<file path="src/rtl/core/sipq_pkg.sv">
// sipq_pkg: shared types and codes for the sorted-insert priority queue
// depends on nothing; used by sorted_insert_priority_queue_top
`timescale 1ns / 1ps

package sipq_pkg;

	localparam int unsigned VAL_W   = 32;
	localparam int unsigned COUNT_W = 7;

	typedef enum logic {
		CMD_INSERT = 1'b0,
		CMD_POP    = 1'b1
	} sipq_cmd_t;

	typedef struct packed {
		sipq_cmd_t                command;
		logic signed [VAL_W-1:0]  value;
	} sipq_req_t;

	typedef struct packed {
		logic signed [VAL_W-1:0]  front_value;
		logic [COUNT_W-1:0]       entry_count;
		logic                     rejected;
	} sipq_rsp_t;

	typedef enum logic [2:0] {
		ST_IDLE,
		ST_INS_CMP,
		ST_INS_WR,
		ST_POP_RD,
		ST_RESULT
	} sipq_state_t;

endpackage

</file>
<file path="src/rtl/core/sipq_ram.sv">
// sipq_ram: one-write one-read synchronous memory, registered read data
// depends on nothing; holds the queue values for sorted_insert_priority_queue_top
`timescale 1ns / 1ps

module sipq_ram #(
	parameter int unsigned DEPTH = 64,
	parameter int unsigned WIDTH = 32,
	parameter int unsigned AW    = 6
) (
	input  logic             clk,
	input  logic             we,
	input  logic [AW-1:0]    waddr,
	input  logic [WIDTH-1:0] wdata,
	input  logic [AW-1:0]    raddr,
	output logic [WIDTH-1:0] rdata
);

	logic [WIDTH-1:0] mem [DEPTH];

	always_ff @(posedge clk) begin
		if (we) begin
			mem[waddr] <= wdata;
		end
		rdata <= mem[raddr];
	end

endmodule

</file>
<file path="src/rtl/core/sorted_insert_priority_queue_top.sv">
// sorted_insert_priority_queue_top: bounded priority queue over a single memory
// depends on sipq_pkg and sipq_ram
`timescale 1ns / 1ps

// usage
// - request channel (req_valid / req_stall / req_word): one word per command,
//   insert places value at its sorted spot, pop drops the largest value
// - response channel (rsp_valid / rsp_stall / rsp_word): exactly one word per
//   request: largest value held (0 when empty), entry count, reject flag
// - values sit in ascending order in the memory, largest at count-1, so a pop
//   only moves the count and reads the new top once
// - an insert walks down from the top one entry per cycle through the memory
//   port (read, compare, write back shifted) past every held value larger than
//   the new one
// - pop of two or more values passes through ST_POP_RD to read the new top; empty
//   pop, pop of the last value, first insert, rejected insert go straight to ST_RESULT
// - one request is in work at a time; req_stall is high from acceptance until
//   the response is loaded into the output register
// - a response waiting in the output register under rsp_stall holds; the next
//   request can still be taken, its response waits until the register frees
// - reset clears the count and control state; the memory is not cleared since
//   only entries below the count are ever used
module sorted_insert_priority_queue_top
	import sipq_pkg::*;
#(
	parameter int unsigned DEPTH = 64
) (
	input  logic      clk,
	input  logic      arst_n,
	input  logic      req_valid,
	output logic      req_stall,
	input  sipq_req_t req_word,
	output logic      rsp_valid,
	input  logic      rsp_stall,
	output sipq_rsp_t rsp_word
);

	localparam int unsigned AW = (DEPTH > 1) ? $clog2(DEPTH) : 1;
	localparam int unsigned CW = $clog2(DEPTH + 1);

	sipq_state_t state_q, state_d;

	logic [CW-1:0]          cnt_q;
	logic [AW-1:0]          pos_q;     // slot that takes the next shifted value
	logic signed [VAL_W-1:0] val_q;
	logic signed [VAL_W-1:0] front_q;
	logic                   rej_q;

	logic                   rsp_valid_q;
	sipq_rsp_t              rsp_q;

	// memory port
	logic                   ram_we;
	logic [AW-1:0]          ram_waddr;
	logic [VAL_W-1:0]       ram_wdata;
	logic [AW-1:0]          ram_raddr;
	logic [VAL_W-1:0]       ram_rdata;

	logic accept;
	logic is_full;
	logic is_empty;
	logic more_than_one;
	logic larger;          // stored entry larger than the new value
	logic pos_last;        // pos_q is 1: the next shift reaches slot 0
	logic rsp_free;

	assign accept        = req_valid && (state_q == ST_IDLE);
	assign req_stall     = (state_q != ST_IDLE);
	assign is_full       = (cnt_q >= CW'(DEPTH));
	assign is_empty      = (cnt_q == '0);
	assign more_than_one = (cnt_q > CW'(1));
	assign larger        = ($signed(ram_rdata) > val_q);
	assign pos_last      = (pos_q == AW'(1));
	assign rsp_free      = !rsp_valid_q || !rsp_stall;

	sipq_ram #(
		.DEPTH (DEPTH),
		.WIDTH (VAL_W),
		.AW    (AW)
	) u_ram (
		.clk   (clk),
		.we    (ram_we),
		.waddr (ram_waddr),
		.wdata (ram_wdata),
		.raddr (ram_raddr),
		.rdata (ram_rdata)
	);

	// next state
	always_comb begin
		state_d = state_q;
		unique case (state_q)
			ST_IDLE: begin
				if (accept) begin
					if (req_word.command == CMD_INSERT && !is_full && !is_empty) begin
						state_d = ST_INS_CMP;
					end else if (req_word.command == CMD_POP && more_than_one) begin
						state_d = ST_POP_RD;
					end else begin
						state_d = ST_RESULT;
					end
				end
			end
			ST_INS_CMP: begin
				priority if (larger && pos_last) begin
					state_d = ST_INS_WR;
				end else if (larger) begin
					state_d = ST_INS_CMP;
				end else begin
					state_d = ST_RESULT;
				end
			end
			ST_INS_WR: state_d = ST_RESULT;
			ST_POP_RD: state_d = ST_RESULT;
			ST_RESULT: begin
				if (rsp_free) begin
					state_d = ST_IDLE;
				end
			end
			default: state_d = ST_IDLE;
		endcase
	end

	// memory controls
	always_comb begin
		ram_we    = 1'b0;
		ram_waddr = '0;
		ram_wdata = '0;
		ram_raddr = '0;
		unique case (state_q)
			ST_IDLE: begin
				if (accept && req_word.command == CMD_INSERT && !is_full) begin
					if (is_empty) begin
						// first value goes straight to slot 0
						ram_we    = 1'b1;
						ram_wdata = req_word.value;
					end else begin
						ram_raddr = AW'(cnt_q - CW'(1));
					end
				end else if (accept && req_word.command == CMD_POP && more_than_one) begin
					// the new top after the pop
					ram_raddr = AW'(cnt_q - CW'(2));
				end
			end
			ST_INS_CMP: begin
				ram_we    = 1'b1;
				ram_waddr = pos_q;
				if (larger) begin
					// shift the larger entry up one slot, fetch the next one down
					ram_wdata = ram_rdata;
					ram_raddr = pos_q - AW'(2);
				end else begin
					ram_wdata = val_q;
				end
			end
			ST_INS_WR: begin
				// new value is the smallest: it lands in slot 0
				ram_we    = 1'b1;
				ram_wdata = val_q;
			end
			ST_POP_RD, ST_RESULT: begin
			end
			default: begin
			end
		endcase
	end

	always_ff @(posedge clk or negedge arst_n) begin
		if (!arst_n) begin
			state_q <= ST_IDLE;
			cnt_q   <= '0;
			rej_q   <= 1'b0;
		end else begin
			state_q <= state_d;
			if (accept) begin
				rej_q <= 1'b0;
				if (req_word.command == CMD_INSERT) begin
					if (is_full) begin
						rej_q <= 1'b1;
					end else begin
						cnt_q <= cnt_q + CW'(1);
					end
				end else if (!is_empty) begin
					cnt_q <= cnt_q - CW'(1);
				end
			end
		end
	end

	// payload registers
	always_ff @(posedge clk) begin
		if (accept) begin
			val_q <= req_word.value;
			pos_q <= AW'(cnt_q);
			if (req_word.command == CMD_INSERT && !is_full) begin
				if (is_empty || req_word.value > front_q) begin
					front_q <= req_word.value;
				end
			end
		end
		if (state_q == ST_INS_CMP && larger) begin
			pos_q <= pos_q - AW'(1);
		end
		if (state_q == ST_POP_RD) begin
			front_q <= $signed(ram_rdata);
		end
	end

	// response register
	always_ff @(posedge clk or negedge arst_n) begin
		if (!arst_n) begin
			rsp_valid_q <= 1'b0;
		end else begin
			if (state_q == ST_RESULT && rsp_free) begin
				rsp_valid_q <= 1'b1;
			end else if (!rsp_stall) begin
				rsp_valid_q <= 1'b0;
			end
		end
	end

	always_ff @(posedge clk) begin
		if (state_q == ST_RESULT && rsp_free) begin
			rsp_q.front_value <= is_empty ? '0 : front_q;
			rsp_q.entry_count <= COUNT_W'(cnt_q);
			rsp_q.rejected    <= rej_q;
		end
	end

	assign rsp_valid = rsp_valid_q;
	assign rsp_word  = rsp_q;

endmodule
</file>
<file path="config.mk">
export PLATFORM = sky130hd
export DESIGN_NAME = sorted_insert_priority_queue_top
export DESIGN_NICKNAME = d
export VERILOG_FILES = /design/src/rtl/core/sipq_pkg.sv /design/src/rtl/core/sipq_ram.sv /design/src/rtl/core/sorted_insert_priority_queue_top.sv
export SDC_FILE = /design/constraint.sdc
export NUM_CORES = 2
export LEC_CHECK = 0
export BUFFER_PORTS_ARGS = -buffer_cell sky130_fd_sc_hd__buf_4
export CAP_MARGIN = 5
export CORE_ASPECT_RATIO = 1.5
export CORE_MARGIN = 2
export CORE_UTILIZATION = 46
export CTS_BUF_LIST = sky130_fd_sc_hd__clkbuf_8
export DETAILED_ROUTE_END_ITERATION = 6
export GPL_ROUTABILITY_DRIVEN = 0
export PLACE_DENSITY = 0.59
export RECOVER_POWER = 25
export SLEW_MARGIN = 20
export SYNTH_ARGS = -nofsm -noshare
export SYNTH_HDL_FRONTEND = slang
export SYNTH_SLANG_ARGS = --single-unit
</file>
<file path="constraint.sdc">
create_clock -name clk -period 14.2 [get_ports clk]
set_input_delay 0 -clock clk [delete_from_list [all_inputs] [get_ports clk]]
set_output_delay 0 -clock clk [all_outputs]
set_load 0.005 [all_outputs]
</file>
==> results.cfg <==
[yosys]
synth-compound-area-share = 0.0666
syn_nets = 6389
synth-main-ff-cell = edfxtp_1
synth-edff-count = 2158
syn_inst = 6278
yosysWarningCount = 0
synth-async-reset-ratio = 0.00545
synth_fa_ha_area_frac = 0.0106
netlist_area_um2 = 87600
syn_avg_cell_area_um2 = 14.0
synth_top_family_by_area = simple AND/OR/NAND/NOR gates
synth-seq-cells = 2202
synthSimpleGateAreaFrac = 0.110
synth_top_area_share = 0.740
synth_cell_types = 78
ys_seq_area_frac = 0.750
synth_xor_area_frac = 0.00140
synthTopCellsByArea = edfxtp_1, nand2_1, mux2i_1, a21oi_1, nand3_1
synth_area_leader_cell = edfxtp_1
synthMuxAreaShare = 0.0379

[critical_path]
start_kind = register
cpLargestDelayFamily = buffers and inverters
cp_common_cell = clkbuf_1
slowest_stage = clkbuf_1
critPathCaptureType = register
path_cells = nor2_1 > nand3b_1 > clkinv_1 > clkbuf_1 > nand2_1 > nor2b_2 > clkbuf_1 > nor3_1 > a2111oi_0 > nand4_1 > nor2_4 > buf_4
required_ns = 14.75
worstPathArrival_ns = 9.48
crit_fanout = 38
worstPathBufferInverterCount = 4
path_class = register to register
slowest_delay_ns = 1.73

[floorplanning]
die_w_um = 360
ios = 79
die_h_um = 539
start_util = 0.462
rows = 196
core_um2 = 190000
dieArea_um2 = 194000

[cts]
clockRootBuffer = clkbuf_8
clock-sinks = 2202
h-tree-depth = 5
cts_buffers = 317
clk_latency_ns = 0.96
post-cts-setup-buffers = 0
cts_tree = done
clk_pin_slew_worst_paths_ns = 0.06
cts_resized = 0
clockBufferDepth = 4

[status]
status = finished, violations left
violations = capacitance limit, slew limit

[sta]
worst_hold_slack_ns = 0.0921
tightest_slew_ns = 3.92
finClkSkew_ns = 0.0669
fmax_mhz = 112
finalHoldViolCount = 0
min_period_ns = 8.93
slew_viol_final = 1322
relSlewSlack = -1.61
finalSetupViolations = 0
rsz0062_at_grt = false
fin_setup_tns_ns = 0
period_share = 0.629

[routing]
wl_per_cell_um = 28.8
drc_errors = 0
drtIter0Drc = 6654
drt-vias-per-instance = 6.00
dr.pass1.iters = 7
wl_um = 266000
ant_nets = 0
num_vias = 55500

[global_route]
grt_pass1_vias = 54000
antenna_found_initial = 15
grt_overflow = 0
grt_pass1_wl_um = 381000
grtUsageTotal = 0.268
grt_max_degree = 174

[layout]
area_delta_synth_final_pct = 11.4
fin_nets = 6639
final_cells = 9246
drive_gt1_frac = 0.101

[power_and_ir_drop]
power_leakage_uw = 0.0332
total_power_uw = 20900
max-vdd-ir-drop_mv = 0.204
p_per_area_nw_per_um2 = 214

[placed_design]
place_inst = 8612
dp_hpwl_um = 146000
portBuffers = 78

[run]
drv_cap = 29

[hold_path]
hp-class = input port to register
-- synth_stat cells, types with 48 or more instances --
cell	instances
mux2i_1	297
o22ai_1	142
nand3_1	372
nor4_1	113
ha_1	74
a21oi_1	503
edfxtp_1	2158
buf_2	172
nor2_1	141
inv_1	106
and3_1	48
clkbuf_1	145
o21ai_0	59
nand2_1	1410
-- state kept, by name, summed over array words and instances (netlist names), 3 cells and up --
| register | cells |
|---|---|
| front_q | 32 |
| val_q | 32 |
| pos_q | 6 |
| state_q | 3 |
| rsp_word | 40 |
| u_ram.rdata | 32 |
| cnt_q | 7 |
| u_ram.mem | 2048 |
-- path summary, 6_finish.rpt --
check	to	slack, ns	startpoint	depth (start not counted)
min in group asynchronous	cnt_q[2]	0.26	arst_n	3
hold reg to reg	rsp_word[0]	0.49	rej_q	0
hold / removal	cnt_q[5]	0.09	req_word[32]	5
setup / recovery	u_ram.mem[62][11]	5.27	state_q[2]	12
setup reg to reg	u_ram.mem[62][11]	5.27	state_q[2]	12
max in group asynchronous	state_q[2]	13.42	arst_n	3
-- per-layer routing --
layer | wire length, um | up-vias | GRT usage | part of all wire
met1 | 103000 | 28100 | 0.352 | 0.39
li1 | - | 24000 | - | -
met4 | 10000 | 4 | 0.102 | 0.038
met3 | 21500 | 538 | 0.0412 | 0.081
met2 | 131000 | 2815 | 0.452 | 0.49
met5 | 22 | - | 0 | 0.000083
-- placed cells by master, fill, tap and decap left out, drive strengths merged, types with 40 or more instances in the layout --
cell type	n
inv	185
mux2i	297
clkinv	129
ha	74
nand3	377
nand2	1412
edfxtp	2158
o22ai	142
nor4	115
dlygate4sd3	72
buf	124
a211oi	40
o21ai	63
nand4	41
and3	48
clkbuf	433
nor2	141
a21oi	507
-- logic make-up after synthesis --
logic type | count (synthesis)
compound gates | 962
simple gates | 2223
xor+xnor | 14
fa+ha+maj | 74
buf+inv | 475
flops | 2202
mux | 328
-- through the flow --
stage	util	setup slack, ns	instance area [um^2]
2_1_floorplan	-	9.48	87600
3_3_place_gp	0.483	7.68	91500
3_5_place_dp	0.483	7.60	91500
4_1_cts	0.516	7.57	97900
5_1_grt	0.515	4.71	97600
6_report	0.515	5.27	97600
-- area by class of cell --
cell class	instances	area, um^2
Tap cell	2475	3100
Timing Repair Buffer	299	2300
Antenna cell	8	20.0
Clock buffer	330	4540
Sequential cell	2202	65700
Clock inverter	224	1090
Fill cell	15900	92000
Multi-Input combinational cell	3601	20400
Inverter	107	418
-- power by group --
part           internal [uW]  switching [uW]
Clock                   2250            2400
Sequential              8300             187
Combinational           1920            5800
Total                  12500            8390
-- tightest hold or removal path, stage by stage --
cell	delay (ns)
dlygate4sd3_1	0.53
buf_4	0.20
o21ai_0	0.10
nand2_1	0.07
a21oi_1	0.07
-- what timing repair did --
item                       4_1_cts  5_1_grt
setup endpoints to repair        0        0
hold endpoints to repair       150        0
hold buffers                    72        0
(Power assumes the default switching activity.)
